`src/rtl/ffa_pkg.sv`:
```
// Shared types, widths and codes for the first-fit allocator with coalescing.
package ffa_pkg;

  // Size of the managed unit space and of the block table.
  localparam int MEM_UNITS  = 1024;
  localparam int MAX_BLOCKS = 64;

  // Derived widths.
  localparam int ADDR_W = $clog2(MEM_UNITS);
  localparam int LEN_W  = $clog2(MEM_UNITS + 1);
  localparam int IDX_W  = $clog2(MAX_BLOCKS);
  localparam int CNT_W  = $clog2(MAX_BLOCKS + 1);
  localparam int EXT_W  = IDX_W + 2;
  localparam int STAT_W = 2;

  // Request kinds.
  localparam logic KIND_ALLOC = 1'b0;
  localparam logic KIND_FREE  = 1'b1;

  // Result status codes.
  typedef enum logic [STAT_W-1:0] {
    STAT_OK        = 2'd0,
    STAT_BAD_SIZE  = 2'd1,
    STAT_NO_FIT    = 2'd2,
    STAT_NOT_FOUND = 2'd3
  } status_t;

  // One entry of the block table.
  typedef struct packed {
    logic [ADDR_W-1:0] start;
    logic [LEN_W-1:0]  len;
    logic              free;
  } entry_t;

  // Operation and result of the shared adder/subtractor.
  typedef struct packed {
    logic             sub;
    logic [LEN_W-1:0] a;
    logic [LEN_W-1:0] b;
  } alu_req_t;

  typedef struct packed {
    logic [LEN_W-1:0] result;
    logic             msb;
  } alu_rsp_t;

endpackage

```
`src/rtl/ffa_in_if.sv`:
```
// Request channel: valid/ready handshake carrying one allocate or free item.
interface ffa_in_if;
  logic                       valid;
  logic                       ready;
  logic                       kind;
  logic [ffa_pkg::LEN_W-1:0]  req_size;
  logic [ffa_pkg::ADDR_W-1:0] free_addr;

  modport source (output valid, kind, req_size, free_addr, input ready);
  modport sink   (input valid, kind, req_size, free_addr, output ready);
endinterface

```
`src/rtl/ffa_out_if.sv`:
```
// Result channel: valid/ready handshake carrying one status item.
interface ffa_out_if;
  logic                       valid;
  logic                       ready;
  logic [ffa_pkg::STAT_W-1:0] status;
  logic [ffa_pkg::ADDR_W-1:0] granted_addr;

  modport source (output valid, status, granted_addr, input ready);
  modport sink   (input valid, status, granted_addr, output ready);
endinterface

```
`src/rtl/ffa_ram.sv`:
```
// Generic single-write, single-read RAM with registered read data.
module ffa_ram #(
  parameter int WIDTH = 8,
  parameter int DEPTH = 16
) (
  input  logic                     clk,
  input  logic                     we,
  input  logic [$clog2(DEPTH)-1:0] waddr,
  input  logic [WIDTH-1:0]         wdata,
  input  logic [$clog2(DEPTH)-1:0] raddr,
  output logic [WIDTH-1:0]         rdata
);

  logic [WIDTH-1:0] mem [DEPTH];

  // Write port.
  always_ff @(posedge clk) begin
    if (we) begin
      mem[waddr] <= wdata;
    end
  end

  // Registered read port.
  always_ff @(posedge clk) begin
    rdata <= mem[raddr];
  end

endmodule

```
`src/rtl/ffa_alu.sv`:
```
// Shared adder/subtractor used for size compares, splits and merges.
module ffa_alu (
  input  ffa_pkg::alu_req_t req,
  output ffa_pkg::alu_rsp_t rsp
);

  logic [ffa_pkg::LEN_W:0] ext;

  // For a subtraction the top bit is the borrow; for an addition the carry.
  always_comb begin
    if (req.sub) begin
      ext = {1'b0, req.a} - {1'b0, req.b};
    end else begin
      ext = {1'b0, req.a} + {1'b0, req.b};
    end
    rsp.result = ext[ffa_pkg::LEN_W-1:0];
    rsp.msb    = ext[ffa_pkg::LEN_W];
  end

endmodule

```
`src/rtl/first_fit_allocator_coalescing_unit.sv`:
```
// First-fit allocator with coalescing. The block table (start, length, free
// mark) lives in a RAM with one write and one registered read port, and a
// small sequencer walks it one entry per clock using a single shared
// adder/subtractor. After reset the block writes the initial free block into
// entry 0 before it takes its first item. An allocate item scans up to the
// first fitting entry; for a split it moves the table entries after that
// entry up by one to make room for the remainder and writes the split. A free
// item scans to the block, folds in free neighbours and moves entries down
// after a merge. The scan position plus the entries moved never exceeds the
// table length, so the worst case is set by the one table read per cycle, and
// the sequencer passes through its idle state before the next item is taken.
// A zero-size allocate is rejected without a table scan. One item is in work
// at a time; a finished result waits in an output register, and the next item
// is taken while it waits.
module first_fit_allocator_coalescing_unit (
  input logic      clk,
  input logic      rst_n,
  ffa_in_if.sink   in_req,
  ffa_out_if.source out_rsp
);

  typedef enum logic [9:0] {
    S_INIT   = 10'b00_0000_0001,
    S_IDLE   = 10'b00_0000_0010,
    S_SCAN   = 10'b00_0000_0100,
    S_SHUP   = 10'b00_0000_1000,
    S_WNEW   = 10'b00_0001_0000,
    S_WCUR   = 10'b00_0010_0000,
    S_FRIGHT = 10'b00_0100_0000,
    S_FUPD   = 10'b00_1000_0000,
    S_SHDN   = 10'b01_0000_0000,
    S_DONE   = 10'b10_0000_0000
  } state_t;

  state_t                        state_r, state_nxt;
  logic [ffa_pkg::IDX_W-1:0]     idx_r, idx_nxt;
  logic [ffa_pkg::CNT_W-1:0]     cnt_r, cnt_nxt;
  logic [ffa_pkg::IDX_W-1:0]     hit_r, hit_nxt;
  logic                          kind_r, kind_nxt;
  logic [ffa_pkg::LEN_W-1:0]     size_r, size_nxt;
  logic [ffa_pkg::ADDR_W-1:0]    faddr_r, faddr_nxt;
  ffa_pkg::entry_t               cur_r, cur_nxt;
  ffa_pkg::entry_t               prev_r, prev_nxt;
  logic [ffa_pkg::LEN_W-1:0]     acc_r, acc_nxt;
  logic                          lfree_r, lfree_nxt;
  logic                          rfree_r, rfree_nxt;
  ffa_pkg::status_t              res_stat_r, res_stat_nxt;
  logic [ffa_pkg::ADDR_W-1:0]    res_addr_r, res_addr_nxt;
  logic                          out_valid_r, out_valid_nxt;
  ffa_pkg::status_t              out_stat_r, out_stat_nxt;
  logic [ffa_pkg::ADDR_W-1:0]    out_addr_r, out_addr_nxt;

  logic                          ram_we;
  logic [ffa_pkg::IDX_W-1:0]     ram_waddr;
  ffa_pkg::entry_t               ram_wdata;
  ffa_pkg::entry_t               ram_rdata;
  logic [$bits(ffa_pkg::entry_t)-1:0] ram_rword;

  ffa_pkg::alu_req_t             alu_req;
  ffa_pkg::alu_rsp_t             alu_rsp;

  logic [ffa_pkg::CNT_W-1:0]     cnt_m1;
  logic                          is_last;
  logic                          hit_last;
  logic                          full;
  logic [1:0]                    merge_cnt;
  logic [ffa_pkg::EXT_W-1:0]     src_x;
  logic                          has_shift;
  logic                          fits;
  logic                          match;
  logic                          rfree;

  // Block table storage; the read address follows the next index, so the
  // read data always belongs to the current index.
  ffa_ram #(
    .WIDTH ($bits(ffa_pkg::entry_t)),
    .DEPTH (ffa_pkg::MAX_BLOCKS)
  ) u_table (
    .clk   (clk),
    .we    (ram_we),
    .waddr (ram_waddr),
    .wdata (ram_wdata),
    .raddr (idx_nxt),
    .rdata (ram_rword)
  );

  assign ram_rdata = ffa_pkg::entry_t'(ram_rword);

  ffa_alu u_alu (
    .req (alu_req),
    .rsp (alu_rsp)
  );

  // Handshake outputs.
  assign in_req.ready         = (state_r == S_IDLE);
  assign out_rsp.valid        = out_valid_r;
  assign out_rsp.status       = out_stat_r;
  assign out_rsp.granted_addr = out_addr_r;

  // Index and count compares.
  assign cnt_m1    = cnt_r - ffa_pkg::CNT_W'(1);
  assign is_last   = (ffa_pkg::CNT_W'(idx_r) == cnt_m1);
  assign hit_last  = (ffa_pkg::CNT_W'(hit_r) == cnt_m1);
  assign full      = (cnt_r == ffa_pkg::CNT_W'(ffa_pkg::MAX_BLOCKS));
  assign merge_cnt = {1'b0, rfree_r} + {1'b0, lfree_r};
  assign src_x     = ffa_pkg::EXT_W'(hit_r) + ffa_pkg::EXT_W'(1) + ffa_pkg::EXT_W'(rfree_r);
  assign has_shift = (src_x <= ffa_pkg::EXT_W'(cnt_m1));
  assign fits      = ram_rdata.free && !alu_rsp.msb;
  assign match     = (ram_rdata.start == faddr_r) && !ram_rdata.free;
  assign rfree     = !hit_last && ram_rdata.free;

  // Sequencer.
  always_comb begin
    state_nxt     = state_r;
    idx_nxt       = idx_r;
    cnt_nxt       = cnt_r;
    hit_nxt       = hit_r;
    kind_nxt      = kind_r;
    size_nxt      = size_r;
    faddr_nxt     = faddr_r;
    cur_nxt       = cur_r;
    prev_nxt      = prev_r;
    acc_nxt       = acc_r;
    lfree_nxt     = lfree_r;
    rfree_nxt     = rfree_r;
    res_stat_nxt  = res_stat_r;
    res_addr_nxt  = res_addr_r;
    out_valid_nxt = out_valid_r && !out_rsp.ready;
    out_stat_nxt  = out_stat_r;
    out_addr_nxt  = out_addr_r;
    ram_we        = 1'b0;
    ram_waddr     = '0;
    ram_wdata     = '0;
    alu_req       = '0;

    unique case (state_r)
      // Write the single free block that covers the whole space.
      S_INIT: begin
        ram_we         = 1'b1;
        ram_wdata.len  = ffa_pkg::LEN_W'(ffa_pkg::MEM_UNITS);
        ram_wdata.free = 1'b1;
        cnt_nxt        = ffa_pkg::CNT_W'(1);
        idx_nxt        = '0;
        state_nxt      = S_IDLE;
      end

      // Take an item; a zero-size allocate is rejected at once.
      S_IDLE: begin
        idx_nxt = '0;
        if (in_req.valid) begin
          kind_nxt  = in_req.kind;
          size_nxt  = in_req.req_size;
          faddr_nxt = in_req.free_addr;
          if (in_req.kind == ffa_pkg::KIND_ALLOC && in_req.req_size == '0) begin
            res_stat_nxt = ffa_pkg::STAT_BAD_SIZE;
            res_addr_nxt = '0;
            state_nxt    = S_DONE;
          end else begin
            state_nxt = S_SCAN;
          end
        end
      end

      // Walk the table one entry per cycle.
      S_SCAN: begin
        idx_nxt = idx_r + ffa_pkg::IDX_W'(1);
        if (kind_r == ffa_pkg::KIND_ALLOC) begin
          alu_req.sub = 1'b1;
          alu_req.a   = ram_rdata.len;
          alu_req.b   = size_r;
          if (fits) begin
            if (alu_rsp.result == '0) begin
              // Exact fit: only the free mark changes.
              ram_we         = 1'b1;
              ram_waddr      = idx_r;
              ram_wdata      = ram_rdata;
              ram_wdata.free = 1'b0;
              res_stat_nxt   = ffa_pkg::STAT_OK;
              res_addr_nxt   = ram_rdata.start;
              idx_nxt        = '0;
              state_nxt      = S_DONE;
            end else if (full) begin
              // A split needs a new entry and the table has no room.
              res_stat_nxt = ffa_pkg::STAT_NO_FIT;
              res_addr_nxt = '0;
              idx_nxt      = '0;
              state_nxt    = S_DONE;
            end else begin
              hit_nxt = idx_r;
              cur_nxt = ram_rdata;
              acc_nxt = alu_rsp.result;
              if (is_last) begin
                state_nxt = S_WNEW;
              end else begin
                idx_nxt   = ffa_pkg::IDX_W'(cnt_m1);
                state_nxt = S_SHUP;
              end
            end
          end else if (is_last) begin
            res_stat_nxt = ffa_pkg::STAT_NO_FIT;
            res_addr_nxt = '0;
            idx_nxt      = '0;
            state_nxt    = S_DONE;
          end
        end else begin
          if (match) begin
            hit_nxt   = idx_r;
            cur_nxt   = ram_rdata;
            lfree_nxt = (idx_r != '0) && prev_r.free;
            state_nxt = S_FRIGHT;
          end else if (is_last) begin
            res_stat_nxt = ffa_pkg::STAT_NOT_FOUND;
            res_addr_nxt = '0;
            idx_nxt      = '0;
            state_nxt    = S_DONE;
          end else begin
            prev_nxt = ram_rdata;
          end
        end
      end

      // Move entries up by one, from the end down to just after the hit.
      S_SHUP: begin
        ram_we    = 1'b1;
        ram_waddr = idx_r + ffa_pkg::IDX_W'(1);
        ram_wdata = ram_rdata;
        if (idx_r == hit_r + ffa_pkg::IDX_W'(1)) begin
          state_nxt = S_WNEW;
        end else begin
          idx_nxt = idx_r - ffa_pkg::IDX_W'(1);
        end
      end

      // Write the free remainder after the allocated block.
      S_WNEW: begin
        alu_req.a      = ffa_pkg::LEN_W'(cur_r.start);
        alu_req.b      = size_r;
        ram_we         = 1'b1;
        ram_waddr      = hit_r + ffa_pkg::IDX_W'(1);
        ram_wdata.start = alu_rsp.result[ffa_pkg::ADDR_W-1:0];
        ram_wdata.len  = acc_r;
        ram_wdata.free = 1'b1;
        state_nxt      = S_WCUR;
      end

      // Shrink the hit entry to the request and mark it used.
      S_WCUR: begin
        ram_we          = 1'b1;
        ram_waddr       = hit_r;
        ram_wdata.start = cur_r.start;
        ram_wdata.len   = size_r;
        ram_wdata.free  = 1'b0;
        cnt_nxt         = cnt_r + ffa_pkg::CNT_W'(1);
        res_stat_nxt    = ffa_pkg::STAT_OK;
        res_addr_nxt    = cur_r.start;
        idx_nxt         = '0;
        state_nxt       = S_DONE;
      end

      // Right neighbour is on the read port: fold it in if it is free.
      S_FRIGHT: begin
        alu_req.a = cur_r.len;
        alu_req.b = rfree ? ram_rdata.len : '0;
        acc_nxt   = alu_rsp.result;
        rfree_nxt = rfree;
        state_nxt = S_FUPD;
      end

      // Fold in a free left neighbour and write the merged entry.
      S_FUPD: begin
        alu_req.a    = acc_r;
        alu_req.b    = lfree_r ? prev_r.len : '0;
        ram_we       = 1'b1;
        res_stat_nxt = ffa_pkg::STAT_OK;
        res_addr_nxt = '0;
        if (lfree_r) begin
          ram_waddr       = hit_r - ffa_pkg::IDX_W'(1);
          ram_wdata.start = prev_r.start;
          ram_wdata.len   = alu_rsp.result;
        end else begin
          ram_waddr       = hit_r;
          ram_wdata.start = cur_r.start;
          ram_wdata.len   = acc_r;
        end
        ram_wdata.free = 1'b1;
        if (merge_cnt == 2'd0) begin
          idx_nxt   = '0;
          state_nxt = S_DONE;
        end else if (has_shift) begin
          idx_nxt   = ffa_pkg::IDX_W'(src_x);
          state_nxt = S_SHDN;
        end else begin
          cnt_nxt   = cnt_r - ffa_pkg::CNT_W'(merge_cnt);
          idx_nxt   = '0;
          state_nxt = S_DONE;
        end
      end

      // Close the gap left by merged entries, one entry per cycle.
      S_SHDN: begin
        ram_we    = 1'b1;
        ram_waddr = idx_r - ffa_pkg::IDX_W'(merge_cnt);
        ram_wdata = ram_rdata;
        if (is_last) begin
          cnt_nxt   = cnt_r - ffa_pkg::CNT_W'(merge_cnt);
          idx_nxt   = '0;
          state_nxt = S_DONE;
        end else begin
          idx_nxt = idx_r + ffa_pkg::IDX_W'(1);
        end
      end

      // Hand the result to the output register once it is free.
      S_DONE: begin
        idx_nxt = '0;
        if (!out_valid_r || out_rsp.ready) begin
          out_valid_nxt = 1'b1;
          out_stat_nxt  = res_stat_r;
          out_addr_nxt  = res_addr_r;
          state_nxt     = S_IDLE;
        end
      end

      default: begin
        state_nxt = S_IDLE;
      end
    endcase
  end

  // Control state.
  always_ff @(posedge clk) begin
    if (!rst_n) begin
      state_r     <= S_INIT;
      idx_r       <= '0;
      cnt_r       <= ffa_pkg::CNT_W'(1);
      out_valid_r <= 1'b0;
    end else begin
      state_r     <= state_nxt;
      idx_r       <= idx_nxt;
      cnt_r       <= cnt_nxt;
      out_valid_r <= out_valid_nxt;
    end
  end

  // Payload and working registers.
  always_ff @(posedge clk) begin
    hit_r      <= hit_nxt;
    kind_r     <= kind_nxt;
    size_r     <= size_nxt;
    faddr_r    <= faddr_nxt;
    cur_r      <= cur_nxt;
    prev_r     <= prev_nxt;
    acc_r      <= acc_nxt;
    lfree_r    <= lfree_nxt;
    rfree_r    <= rfree_nxt;
    res_stat_r <= res_stat_nxt;
    res_addr_r <= res_addr_nxt;
    out_stat_r <= out_stat_nxt;
    out_addr_r <= out_addr_nxt;
  end

`ifndef SYNTHESIS
  // The table never empties and never exceeds its capacity.
  a_cnt_range: assert property (@(posedge clk) disable iff (!rst_n)
    (cnt_r != '0) && (cnt_r <= ffa_pkg::CNT_W'(ffa_pkg::MAX_BLOCKS)))
    else $error("block count out of range");

  // Table writes stay within the occupied entries plus one.
  a_wr_in_table: assert property (@(posedge clk) disable iff (!rst_n)
    ram_we |-> (ffa_pkg::CNT_W'(ram_waddr) <= cnt_r))
    else $error("table write beyond the occupied entries");

  // A split is only completed when the table had room for it.
  a_split_room: assert property (@(posedge clk) disable iff (!rst_n)
    (state_r == S_WCUR) |-> (cnt_r < ffa_pkg::CNT_W'(ffa_pkg::MAX_BLOCKS)))
    else $error("split completed on a full table");

  // A new result only appears after the sequencer has finished an item.
  a_out_from_done: assert property (@(posedge clk) disable iff (!rst_n)
    $rose(out_valid_r) |-> $past(state_r == S_DONE))
    else $error("result raised outside the done state");
`endif

endmodule
```
`src/flat_wrapper.sv`:
```
// flat-port wrapper written by rule: the top's interface ports become plain ports
module first_fit_allocator_coalescing_unit_flat 
  (clk, rst_n, in_req_valid, in_req_kind, in_req_req_size, in_req_free_addr, in_req_ready, out_rsp_valid, out_rsp_status, out_rsp_granted_addr, out_rsp_ready);
  ffa_in_if in_req_i ();
  ffa_out_if out_rsp_i ();
  input logic clk;
  input logic rst_n;
  input wire logic [$bits(in_req_i.valid)-1:0] in_req_valid;
  input wire logic [$bits(in_req_i.kind)-1:0] in_req_kind;
  input wire logic [$bits(in_req_i.req_size)-1:0] in_req_req_size;
  input wire logic [$bits(in_req_i.free_addr)-1:0] in_req_free_addr;
  output wire logic [$bits(in_req_i.ready)-1:0] in_req_ready;
  output wire logic [$bits(out_rsp_i.valid)-1:0] out_rsp_valid;
  output wire logic [$bits(out_rsp_i.status)-1:0] out_rsp_status;
  output wire logic [$bits(out_rsp_i.granted_addr)-1:0] out_rsp_granted_addr;
  input wire logic [$bits(out_rsp_i.ready)-1:0] out_rsp_ready;
  assign in_req_i.valid = in_req_valid;
  assign in_req_i.kind = in_req_kind;
  assign in_req_i.req_size = in_req_req_size;
  assign in_req_i.free_addr = in_req_free_addr;
  assign in_req_ready = in_req_i.ready;
  assign out_rsp_valid = out_rsp_i.valid;
  assign out_rsp_status = out_rsp_i.status;
  assign out_rsp_granted_addr = out_rsp_i.granted_addr;
  assign out_rsp_i.ready = out_rsp_ready;
  first_fit_allocator_coalescing_unit u_core (.clk(clk), .rst_n(rst_n), .in_req(in_req_i), .out_rsp(out_rsp_i));
endmodule
```
`config.mk`:
```
export PLATFORM = sky130hd
export DESIGN_NAME = first_fit_allocator_coalescing_unit_flat
export DESIGN_NICKNAME = d
export VERILOG_FILES = /design/src/rtl/ffa_pkg.sv /design/src/rtl/ffa_in_if.sv /design/src/rtl/ffa_out_if.sv /design/src/rtl/ffa_ram.sv /design/src/rtl/ffa_alu.sv /design/src/rtl/first_fit_allocator_coalescing_unit.sv /design/src/flat_wrapper.sv
export SDC_FILE = /design/constraint.sdc
export NUM_CORES = 2
export LEC_CHECK = 0
export ABC_CLOCK_PERIOD_IN_PS = 7900
export BUFFER_PORTS_ARGS = -buffer_cell sky130_fd_sc_hd__buf_4
export CORE_MARGIN = 5
export CORE_UTILIZATION = 28
export DETAILED_ROUTE_END_ITERATION = 8
export GPL_ROUTABILITY_DRIVEN = 1
export GPL_TIMING_DRIVEN = 0
export SYNTH_ARGS = -nofsm -noshare
export SYNTH_HDL_FRONTEND = slang
export SYNTH_SLANG_ARGS = --single-unit
export TNS_END_PERCENT = 20
```
`constraint.sdc`:
```
create_clock -name clk -period 7.9 [get_ports clk]
set_input_delay 1.185 -clock clk [delete_from_list [all_inputs] [get_ports clk]]
set_output_delay 1.185 -clock clk [all_outputs]
set_load 0.005 [all_outputs]
```
==> run metrics <==
vias after detailed routing 40400; PortBufs 39; clk_lat worst skew 0.84 ns; I/O pin total 40; Horiz. Die Dim 487 um; CTS Buffer Depth 3; Hold WS 0.418 ns; Num Clock Sinks 1562; vias in the first global route 38600; H-tree depth 4; clock slew at reported path FFs 0.06 ns; DRT iter0 DRCs 5661; DR vias/cell 5.30; post-synthesis sequential area ratio 0.730; static leakage 23.4 nW; CTS Root Cell clkbuf_16; share of post-route cells with drive strength above 1 0.247; pin count of the biggest net entering global routing 65; unrepaired setup endpoints after global routing true; max_slew headroom 0.227; failing checks setup timing; Mapped Cells 4102; post-synthesis register bit count 1562; post-synthesis cell type count 90; first-pass GRT wire length 285000 um; TritonCTS clock tree done; Rows 175; DRC 0; P per Cell Area 232 nW/um^2; syn_nets 4168; Clock Skews 0.0877 ns; Syn Area/Cell 15.5 um^2; crit-path max cell delay 0.70 ns; die area 237000 um^2; Max-cap violations 0; post-route ant nets 0; Final period util 1.05; Worst VDD drop 0.226 mV; Most common cell on crit path buf_4; hold buffer count at cts 0; Critical-path top delay cell o22ai_1; Worst-Margin Slew 1.16 ns; Post-Syn Area 63600 um^2; Slew Limit Fails 0; CTS Buf Count 157; Top FF cell, synth edfxtp_1; total wire length 206000 um; final core utilization 0.343; Worst Path Max Fanout 10; crit path time final 8.32 ns; initial antenna violation count 7; startpoint class of the critical path flop; Final WS setup -0.419 ns; CP Class reg2reg; floorplan die height 487 um; Design Power 18.1 mW; Post-synth EDFFs 1516; nets 4562; Layout area overhead 22.4%; Finish-stage setup viols 62; Hold Fails Final Rpt 0; First-pass DRT Iterations 9; Overflow after GRT 0; Tot GR Track Use 0.165; WP data required 8.55 ns; Initial Utilization 0.281; Data arrival, critical path 8.97 ns; RD Place Congestion 0.936; status complete, but fails checks; CORE AREA 227000 um^2; number of synthesis warnings 0; Max Clock Freq 0.120 GHz; dpl hpwl 132000 um; wire length per cell 26.9 um; worst hold path class reg2reg; ys async rst share 0; Critical Path End Type flop
power by group:
group          total, mW  internal, mW  switching [mW]  leakage (nW)
clock               7.33          4.04            3.29          2.43
sequential          9.19          9.05           0.140          11.8
combinational       1.59         0.512            1.08          9.23
logic make-up (layout without fill, tap and decap cells):
group           Yosys count  in the layout  synth area share
flops                  1562           1562             0.730
fa+ha+maj                40             40           0.00822
buf+inv                 294            784            0.0203
compound gates          696            696            0.0715
simple gates           1223           1252            0.0860
xor+xnor                 64             64            0.0106
other cells               0              2                 0
mux                     223            223            0.0736
per-stage QoR:
step | TNS, ns | instance area (um^2) | cells | setup WS (ns)
6_report | -4.51 | 77900 | 7632 | -0.419
5_1_grt | -41.73 | 77900 | 7630 | -0.543
4_1_cts | -388.19 | 76500 | 7556 | -0.539
3_5_place_dp | -5410.14 | 69200 | 7203 | -3.31
3_3_place_gp | -9859.73 | 67700 | 7150 | -4.71
2_1_floorplan | -54.48 | 63600 | 4102 | -0.124
per-layer routing:
layer,part of all wire,global-route usage
met1,0.40,0.220
met2,0.44,0.252
met3,0.11,0.0444
met5,0.00014,0
met4,0.055,0.0758
cell usage after synthesis, drive strengths merged, types with 17 or more instances:
cell type  number  area share
nand3         219       0.017
xnor2          38      0.0052
nor2b          21      0.0021
a222oi         20      0.0031
o22ai          89      0.0087
mux4          195       0.069
clkbuf        108      0.0064
inv            48      0.0028
o21ai         113      0.0089
nor4           34      0.0039
a22o           42      0.0058
a221o          24      0.0038
a211oi         30      0.0037
nand2         624       0.037
a32oi          21      0.0029
buf           137       0.011
nor2          145      0.0086
xor2           18      0.0025
mux2i          27      0.0043
a21oi         240       0.019
nand4          17      0.0017
dfxtp          46       0.014
ha             37      0.0073
edfxtp       1516        0.72
nor3           78      0.0062
o31ai          22      0.0027
sequential cells by signal, summed over array words and instances, names as in the netlist, 2 cells and up:
signal and cells:
u_core.prev_r 22, u_core.res_stat_r 2, u_core.out_rsp.granted_addr 10, u_core.hit_r 6, u_core.out_rsp.status 2, u_core.state_r 10, u_core.acc_r 11, u_core.size_r 11
u_core.u_table.mem 1408, u_core.u_table.rdata 22, u_core.faddr_r 10, u_core.res_addr_r 10, u_core.cnt_r 7, u_core.idx_r 6, u_core.cur_r 21
path summary, 6_finish.rpt:
| check | from | end | slack [ns] | cells after the start |
|---|---|---|---|---|
| max | u_core.cnt_r[1] | u_core.u_table.rdata[10] | -0.42 | 32 |
| min | u_core.res_stat_r[1] | u_core.out_rsp.status[1] | 0.42 | 0 |
| max reg2reg | u_core.cnt_r[1] | u_core.u_table.rdata[10] | -0.42 | 32 |
| min reg2reg | u_core.res_stat_r[1] | u_core.out_rsp.status[1] | 0.42 | 0 |
cell usage in the layout (no fill, tap or decap), types with 13 or more instances in the layout:
cell type	instances
edfxtp_1	1516
nand2_1	611
a21oi_1	232
nand3_1	214
mux4_2	195
clkbuf_16	159
buf_4	146
nor2_4	90
clkbuf_1	89
o21ai_0	79
nor2_1	71
nor3_1	69
buf_2	61
buf_12	59
o22ai_1	47
inv_1	45
dfxtp_1	45
a22o_1	42
clkbuf_2	39
xnor2_1	38
o22ai_2	36
ha_1	35
clkinv_1	33
buf_8	27
clkinv_2	27
mux2i_1	26
clkbuf_4	25
a211oi_4	22
nor2b_1	20
a222oi_1	20
xor2_1	18
o21ai_2	18
buf_6	18
nand4_1	17
o31ai_1	16
o21ai_1	16
buf_16	15
nor4_4	14
nor2_2	13
worst max-delay path: cells and delay by family, from the launching register on:
kind,cells,cell delay [ns]
xor gates and xnor gates,1,0.17
buffers and inverters,8,1.42
and+or+nand+nor,11,2.60
DFF,1,0.35
AOI/OAI and AO/OA,9,2.90
adders and majority gates,3,0.73
timing repair:
action,in CTS,in global routing
gates cloned,16,13
pin swaps,63,37
endpoints found under the setup margin,2841,2184
setup buffers,56,63
resized for setup,392,111
final cells by class:
cell class / count / area, um^2
Timing Repair Buffer: 211 / 2770
Clock inverter: 93 / 927
Buffer: 240 / 1460
Clock buffer: 191 / 4100
Tap cell: 3009 / 3760
Fill cell: 21500 / 149000
Inverter: 49 / 184
Sequential cell: 1562 / 46400
Antenna cell: 2 / 5.00
Multi-Input combinational cell: 2275 / 18300
No activity file was read; power rests on OpenSTA's default activity.
